**src/hdl/upq_pkg.sv**
```systemverilog
// Package for the unique priority queue table: opcodes, widths, shared types.
// Used by upq_cell and unique_priority_queue_table; depends on nothing.
`default_nettype none
package upq_pkg;
  localparam int unsigned DefCapacity = 16;
  localparam int unsigned TagW = 16;
  localparam int unsigned PrioW = 16;
  localparam int unsigned CountW = 5;

  typedef enum logic [2:0] {
    OP_ENQ    = 3'd0,
    OP_DEQ    = 3'd1,
    OP_PEEK   = 3'd2,
    OP_GETP   = 3'd3,
    OP_REMOVE = 3'd4,
    OP_CHANGE = 3'd5
  } opcode_t;

  // Command broadcast from the sequencer to every cell.
  typedef enum logic [3:0] {
    CMD_HOLD    = 4'b0001,
    CMD_INSERT  = 4'b0010,
    CMD_COMPACT = 4'b0100,
    CMD_SHIFTUP = 4'b1000
  } cmd_t;

  typedef struct packed {
    cmd_t             cmd;
    logic [TagW-1:0]  tag;
    logic [PrioW-1:0] prio;
  } cell_ctl_t;
endpackage
`default_nettype wire

```
**src/hdl/unique_priority_queue_table.sv**
```systemverilog
// Unique priority queue table: a chain of CAPACITY cells sorted by descending priority.
// Each item passes S_EXEC, then S_DONE, where its result is registered; remove range
// and a successful change priority pass S_COMPACT between them; a change re-inserts there.
// Flow: one item at a time; a held result stalls input.
// Synchronous active-low reset empties the chain and the output register.
// Depends on upq_pkg and upq_cell.
`default_nettype none
module unique_priority_queue_table #(
  parameter int unsigned CAPACITY = upq_pkg::DefCapacity
) (
  input  wire logic        clk,
  input  wire logic        rst_n,
  input  wire logic        in_tvalid,
  output logic             in_tready,
  // in_tdata, low bit first: opcode[2:0], tag[18:3], prio_in[34:19],
  // low_bound[50:35], high_bound[66:51], zero fill[71:67]
  input  wire logic [71:0] in_tdata,
  output logic             out_tvalid,
  input  wire logic        out_tready,
  // out_tdata, low bit first: ok[0], tag_out[16:1], prio_out[32:17],
  // removed_count[37:33], occupancy[42:38], is_empty[43], zero fill[47:44]
  output logic [47:0]      out_tdata
);
  import upq_pkg::*;
  localparam int unsigned N = CAPACITY;
  localparam int unsigned CW = $clog2(N + 1);

  typedef enum logic [3:0] {
    S_IDLE    = 4'b0001,
    S_EXEC    = 4'b0010,
    S_COMPACT = 4'b0100,
    S_DONE    = 4'b1000
  } state_t;

  state_t state_r, state_nxt;
  logic [2:0] op_r;
  logic [TagW-1:0] tag_r;
  logic [PrioW-1:0] prio_r, lo_r, hi_r;
  logic [CW-1:0] cnt_r, cnt_nxt, rem_r, rem_nxt, steps_r, steps_nxt;
  logic ok_r, ok_nxt, ins_pend_r, ins_pend_nxt;
  logic [TagW-1:0] tago_r, tago_nxt;
  logic [PrioW-1:0] prioo_r, prioo_nxt;
  logic out_vld_r;
  logic [47:0] out_data_r;

  cell_ctl_t ctl;
  logic [N-1:0] vld, ins_here, kill, gap;
  logic [TagW-1:0] ctag [N];
  logic [PrioW-1:0] cprio [N];

  // One cell per slot; slot 0 is the head.
  for (genvar g = 0; g < N; g++) begin : g_cell
    logic up_ins, up_gap, up_vld, dn_vld;
    logic [TagW-1:0] up_tag, dn_tag;
    logic [PrioW-1:0] up_prio, dn_prio;
    if (g == 0) begin : g_top
      assign up_ins = 1'b0; assign up_vld = 1'b0; assign up_gap = 1'b0;
      assign up_tag = '0;   assign up_prio = '0;
    end else begin : g_mid
      assign up_ins = ins_here[g-1]; assign up_vld = vld[g-1];
      assign up_gap = gap[g-1];
      assign up_tag = ctag[g-1];     assign up_prio = cprio[g-1];
    end
    if (g == N - 1) begin : g_bot
      assign dn_vld = 1'b0; assign dn_tag = '0; assign dn_prio = '0;
    end else begin : g_low
      assign dn_vld = vld[g+1] && !kill[g+1];
      assign dn_tag = ctag[g+1]; assign dn_prio = cprio[g+1];
    end
    upq_cell u_cell (
      .clk, .rst_n, .ctl, .kill(kill[g]),
      .up_ins, .up_gap, .up_vld, .up_tag, .up_prio,
      .dn_vld, .dn_tag, .dn_prio,
      .ins_here(ins_here[g]), .gap(gap[g]),
      .vld(vld[g]), .tag(ctag[g]), .prio(cprio[g])
    );
  end

  // Per-slot match flags, all independent compares.
  logic [N-1:0] pmatch, tmatch, inrange;
  always_comb begin
    for (int i = 0; i < N; i++) begin
      pmatch[i]  = vld[i] && (cprio[i] == prio_r);
      tmatch[i]  = vld[i] && (ctag[i] == tag_r);
      inrange[i] = vld[i] && (cprio[i] >= lo_r) && (cprio[i] <= hi_r);
    end
  end

  // Highest-priority tag match is the first in the chain.
  logic [PrioW-1:0] first_prio;
  always_comb begin
    first_prio = '0;
    for (int i = N - 1; i >= 0; i--) if (tmatch[i]) first_prio = cprio[i];
  end

  assign in_tready = (state_r == S_IDLE);

  always_comb begin
    state_nxt = state_r;
    cnt_nxt = cnt_r; rem_nxt = rem_r; steps_nxt = steps_r;
    ok_nxt = ok_r; tago_nxt = tago_r; prioo_nxt = prioo_r;
    ins_pend_nxt = ins_pend_r;
    ctl.cmd = CMD_HOLD; ctl.tag = tag_r; ctl.prio = prio_r;
    kill = '0;
    case (state_r)
      S_IDLE: begin
        if (in_tvalid) begin
          state_nxt = S_EXEC;
          ok_nxt = 1'b0; tago_nxt = '0; prioo_nxt = '0; rem_nxt = '0;
          ins_pend_nxt = 1'b0;
        end
      end
      S_EXEC: begin
        state_nxt = S_DONE;
        case (op_r)
          OP_ENQ: begin
            if ((cnt_r < CW'(N)) && !(|pmatch)) begin
              ctl.cmd = CMD_INSERT; ok_nxt = 1'b1; cnt_nxt = cnt_r + 1'b1;
            end
          end
          OP_DEQ, OP_PEEK: begin
            if (vld[0]) begin
              ok_nxt = 1'b1; tago_nxt = ctag[0]; prioo_nxt = cprio[0];
              if (op_r == OP_DEQ) begin
                ctl.cmd = CMD_SHIFTUP; cnt_nxt = cnt_r - 1'b1;
              end
            end
          end
          OP_GETP: begin
            ok_nxt = |tmatch; prioo_nxt = first_prio;
          end
          OP_REMOVE: begin
            ok_nxt = 1'b1;
            ctl.cmd = CMD_COMPACT; kill = inrange;
            rem_nxt = CW'($countones(inrange));
            cnt_nxt = cnt_r - CW'($countones(inrange));
            steps_nxt = CW'(N);
            state_nxt = S_COMPACT;
          end
          OP_CHANGE: begin
            if (!(|pmatch) && ($countones(tmatch) == 1)) begin
              ok_nxt = 1'b1; ctl.cmd = CMD_COMPACT; kill = tmatch;
              ins_pend_nxt = 1'b1; steps_nxt = CW'(N);
              state_nxt = S_COMPACT;
            end
          end
          default: ;
        endcase
      end
      S_COMPACT: begin
        // Each step pulls every slot at or below the first gap up by one, until steps_r runs out.
        if (steps_r != '0) begin
          ctl.cmd = CMD_COMPACT; steps_nxt = steps_r - 1'b1;
        end else if (ins_pend_r) begin
          ctl.cmd = CMD_INSERT; ins_pend_nxt = 1'b0; state_nxt = S_DONE;
        end else begin
          state_nxt = S_DONE;
        end
      end
      S_DONE: begin
        if (!out_vld_r || out_tready) state_nxt = S_IDLE;
      end
      default: state_nxt = S_IDLE;
    endcase
  end

  always_ff @(posedge clk) begin
    if (!rst_n) begin
      state_r <= S_IDLE; cnt_r <= '0; out_vld_r <= 1'b0;
    end else begin
      state_r <= state_nxt; cnt_r <= cnt_nxt;
      if (state_r == S_DONE && (!out_vld_r || out_tready)) out_vld_r <= 1'b1;
      else if (out_tready) out_vld_r <= 1'b0;
    end
    rem_r <= rem_nxt; steps_r <= steps_nxt; ok_r <= ok_nxt;
    tago_r <= tago_nxt; prioo_r <= prioo_nxt; ins_pend_r <= ins_pend_nxt;
    if (state_r == S_IDLE && in_tvalid) begin
      op_r <= in_tdata[2:0]; tag_r <= in_tdata[18:3]; prio_r <= in_tdata[34:19];
      lo_r <= in_tdata[50:35]; hi_r <= in_tdata[66:51];
    end
    if (state_r == S_DONE && (!out_vld_r || out_tready))
      out_data_r <= {4'b0, (cnt_r == '0), 5'(cnt_r), 5'(rem_r), prioo_r, tago_r, ok_r};
  end

  assign out_tvalid = out_vld_r;
  assign out_tdata  = out_data_r;
endmodule
`default_nettype wire

```
**src/hdl/upq_cell.sv**
```systemverilog
// One slot of the sorted chain: holds a valid bit, tag and priority.
// Depends on upq_pkg. Neighbors hand data to it during insert, compaction and shift-up.
`default_nettype none
module upq_cell (
  input  wire logic                      clk,
  input  wire logic                      rst_n,
  input  wire upq_pkg::cell_ctl_t        ctl,
  input  wire logic                      kill,      // this entry leaves
  input  wire logic                      up_ins,    // upper neighbor takes the new entry or moved
  input  wire logic                      up_gap,    // a gap or leaving entry sits somewhere above
  input  wire logic                      up_vld,
  input  wire logic [upq_pkg::TagW-1:0]  up_tag,
  input  wire logic [upq_pkg::PrioW-1:0] up_prio,
  input  wire logic                      dn_vld,    // lower neighbor data, after its kill
  input  wire logic [upq_pkg::TagW-1:0]  dn_tag,
  input  wire logic [upq_pkg::PrioW-1:0] dn_prio,
  output logic                           ins_here,  // new entry lands here or above
  output logic                           gap,       // this slot or one above is a gap
  output logic                           vld,
  output logic [upq_pkg::TagW-1:0]       tag,
  output logic [upq_pkg::PrioW-1:0]      prio
);
  import upq_pkg::*;
  logic vld_r, vld_nxt;
  logic [TagW-1:0] tag_r, tag_nxt;
  logic [PrioW-1:0] prio_r, prio_nxt;

  // An invalid slot or one with a smaller priority makes way for the new entry.
  assign ins_here = !vld_r || (prio_r < ctl.prio);

  // Every slot at or below the first gap pulls its lower neighbor up by one.
  assign gap = up_gap || kill || !vld_r;

  always_comb begin
    vld_nxt  = vld_r;
    tag_nxt  = tag_r;
    prio_nxt = prio_r;
    case (ctl.cmd)
      CMD_INSERT: begin
        if (up_ins) begin
          vld_nxt = up_vld; tag_nxt = up_tag; prio_nxt = up_prio;
        end else if (ins_here) begin
          vld_nxt = 1'b1; tag_nxt = ctl.tag; prio_nxt = ctl.prio;
        end
      end
      CMD_COMPACT: begin
        if (gap) begin
          vld_nxt = dn_vld; tag_nxt = dn_tag; prio_nxt = dn_prio;
        end
      end
      CMD_SHIFTUP: begin
        vld_nxt = dn_vld; tag_nxt = dn_tag; prio_nxt = dn_prio;
      end
      default: ;
    endcase
  end

  always_ff @(posedge clk) begin
    if (!rst_n) vld_r <= 1'b0;
    else vld_r <= vld_nxt;
    tag_r  <= tag_nxt;
    prio_r <= prio_nxt;
  end

  assign vld  = vld_r;
  assign tag  = tag_r;
  assign prio = prio_r;
endmodule
`default_nettype wire
```
**config.mk**
```make
export PLATFORM = sky130hd
export DESIGN_NAME = unique_priority_queue_table
export DESIGN_NICKNAME = d
export VERILOG_FILES = /design/src/hdl/upq_pkg.sv /design/src/hdl/unique_priority_queue_table.sv /design/src/hdl/upq_cell.sv
export SDC_FILE = /design/constraint.sdc
export NUM_CORES = 2
export LEC_CHECK = 0
export BUFFER_PORTS_ARGS = -buffer_cell sky130_fd_sc_hd__buf_4
export CAP_MARGIN = 5
export CORE_MARGIN = 4
export CORE_UTILIZATION = 50
export DETAILED_ROUTE_END_ITERATION = 10
export PLACE_DENSITY = 0.7
export SYNTH_ARGS = -nofsm -noshare
export SYNTH_HDL_FRONTEND = slang
export SYNTH_HIERARCHICAL = 1
export SYNTH_SLANG_ARGS = --single-unit
```
**constraint.sdc**
```tcl
create_clock -name clk -period 35.9 [get_ports clk]
set_input_delay 3.59 -clock clk [delete_from_list [all_inputs] [get_ports clk]]
set_output_delay 3.59 -clock clk [all_outputs]
set_load 0.05 [all_outputs]
```
==> results_dict.tcl <==
set metrics [dict create \
    hp-class "reg -> reg" \
    num_vias 55471 \
    cts_hold_buf 0 \
    wl_per_cell_um 28.76 \
    ctsHtreeMaxLevel 3 \
    drtAntennaViolNets 0 \
    avgSynthCellArea_um2 9.505 \
    layout_common_cells "768 x ha_1, 737 x a21oi_1, 714 x nor2_1" \
    clk_pin_slew_worst_paths_ns 0.06 \
    cts-resized-gates 0 \
    final_cell_area_um2 67680 \
    p_leak_nw 30.35 \
    initial_core_util 0.5033 \
    max-vdd-ir-drop_uv 37.26 \
    antenna_found_initial 9 \
    final_common_cell "ha_1" \
    instances_no_fill 8374 \
    area_delta_synth_final_pct 8.625 \
    cp.required_ns 36.33 \
    finalWorstSetupSlack_ns 23.47 \
    port_buffers 116 \
    multiInputGateArea_um2 38800 \
    max_freq_ghz 0.08047 \
    whs_ns 0.4166 \
    place_ws_ns 23.94 \
    p_total_mw 2.708 \
    tns_ns 0 \
    yosysWarnings 6 \
    dpl_cell_area_um2 64920 \
    dr.first_iter.drc_count 7703 \
    fin_nets 7537 \
    dieArea_um2 130300 \
    period_needed_ns 12.43 \
    core-area_um2 123800 \
    rows 129 \
    viasPerCell 6.624 \
    hold_viol_final 0 \
    ctsLongestPathBuffers 3 \
    critical_path_class "reg -> reg" \
    setup_violations 0 \
    worst_setup_path_end_kind "register" \
    grt_usage 0.3541 \
    die_w_um 361.0 \
    period_share 0.3461 \
    drive_gt1_frac 0.07394 \
    syn_inst 6555 \
    crit_slowest_cell "nand4_1" \
    place.gp.congestion 1.003 \
    firstDrtPassIters 8 \
    outcome "complete, no violations" \
    grt.overflow.total 0 \
    clock-sinks 693 \
    path_delay_family "simple AND/OR/NAND/NOR gates" \
    io_pins 126 \
    cts_root_buf "clkbuf_16" \
    startpoint_type "register" \
    grt_max_degree 68 \
    routed_wl_mm 240.9 \
    insertion_delay_ns 0.72 \
    utilization 0.5467 \
    rsz0062_at_grt "no" \
    cpPeakStageDelay_ns 0.80 \
    route.detailed.drc 0 \
    fin_skew_ns 0.04826 \
    tightestPinTransition_ns 1.447 \
    placedCellCount 8222 \
    fillers 11029 \
    max-slew-margin-rel 0.03357 \
    grt_pass1_wl_mm 344.7 \
    cts_setup_buffers 0 \
    arrival_ns 12.86 \
    tritoncts "done" \
    fp.dieH_um 361.0 \
    synth_area_um2 62300 \
    cts-buffers-inserted 84 \
    crit_path_frequent_cell "nor2_1" \
    grt_pass1_vias 52282 \
    dpl.hpwl_mm 165.1 \
    drv_slew 0 \
    seq_area_um2 20550 \
    cap_violations 0 \
    cp_max_fo 32 \
    cp.buffers_inverters 5 \
    powerDensity_nw_per_um2 40.02 \
]
-- state kept, by name, summed over array words and instances, names as in the netlist --
signal              cells
g_cell.u_cell/prio    256
g_cell.u_cell/tag     256
out_tdata              44
g_cell.u_cell/vld      16
hi_r                   16
lo_r                   16
prio_r                 16
prioo_r                16
tag_r                  16
tago_r                 16
cnt_r                   5
rem_r                   5
steps_r                 5
state_r                 4
op_r                    3
ins_pend_r              1
ok_r                    1
out_tvalid              1
-- power breakdown --
part	switching (mW)	internal, mW
registers	0.0167	0.923
clock network	0.377	0.493
logic	0.614	0.284
-- path summary, 6_finish.rpt --
kind	startpoint	end	slack, ns	cells past startpoint
max	tag_r[14]	g_cell[15].u_cell/tag[14]	23.47	54
max reg2reg	tag_r[14]	g_cell[15].u_cell/tag[14]	23.47	54
min reg2reg	tago_r[7]	out_tdata[8]	0.42	0
min	tago_r[7]	out_tdata[8]	0.42	0
-- worst reg2reg max path, delay by kind of cell (launching register included) --
family / cells / cell delay [ns]
AOI/OAI and AO/OA: 5 / 0.94
xor gates and xnor gates: 1 / 0.39
adders and majority gates: 6 / 2.67
buffers and inverters: 5 / 1.02
DFF: 1 / 0.35
and+or+nand+nor: 37 / 6.81
-- per-layer routing --
metal | wire length, um | GRT usage | vias to the layer above
met5 | 34 | 0 | -
met4 | 19030 | 0.2337 | 4
met3 | 34660 | 0.1149 | 1017
met2 | 97130 | 0.5093 | 4063
met1 | 90030 | 0.4552 | 25943
li1 | - | - | 24444
-- final cells by class --
| cell class | count | area share |
|---|---|---|
| clock buffer | 103 | 0.03270 |
| inverter | 400 | 0.02220 |
| sequential | 693 | 0.3036 |
| tap | 1637 | 0.03026 |
| multi-input combinational | 5227 | 0.5732 |
| antenna | 2 | 0.00007395 |
| clock inverter | 46 | 0.007839 |
| timing repair buffer | 266 | 0.03002 |
Power figures use the tool's default switching activity.
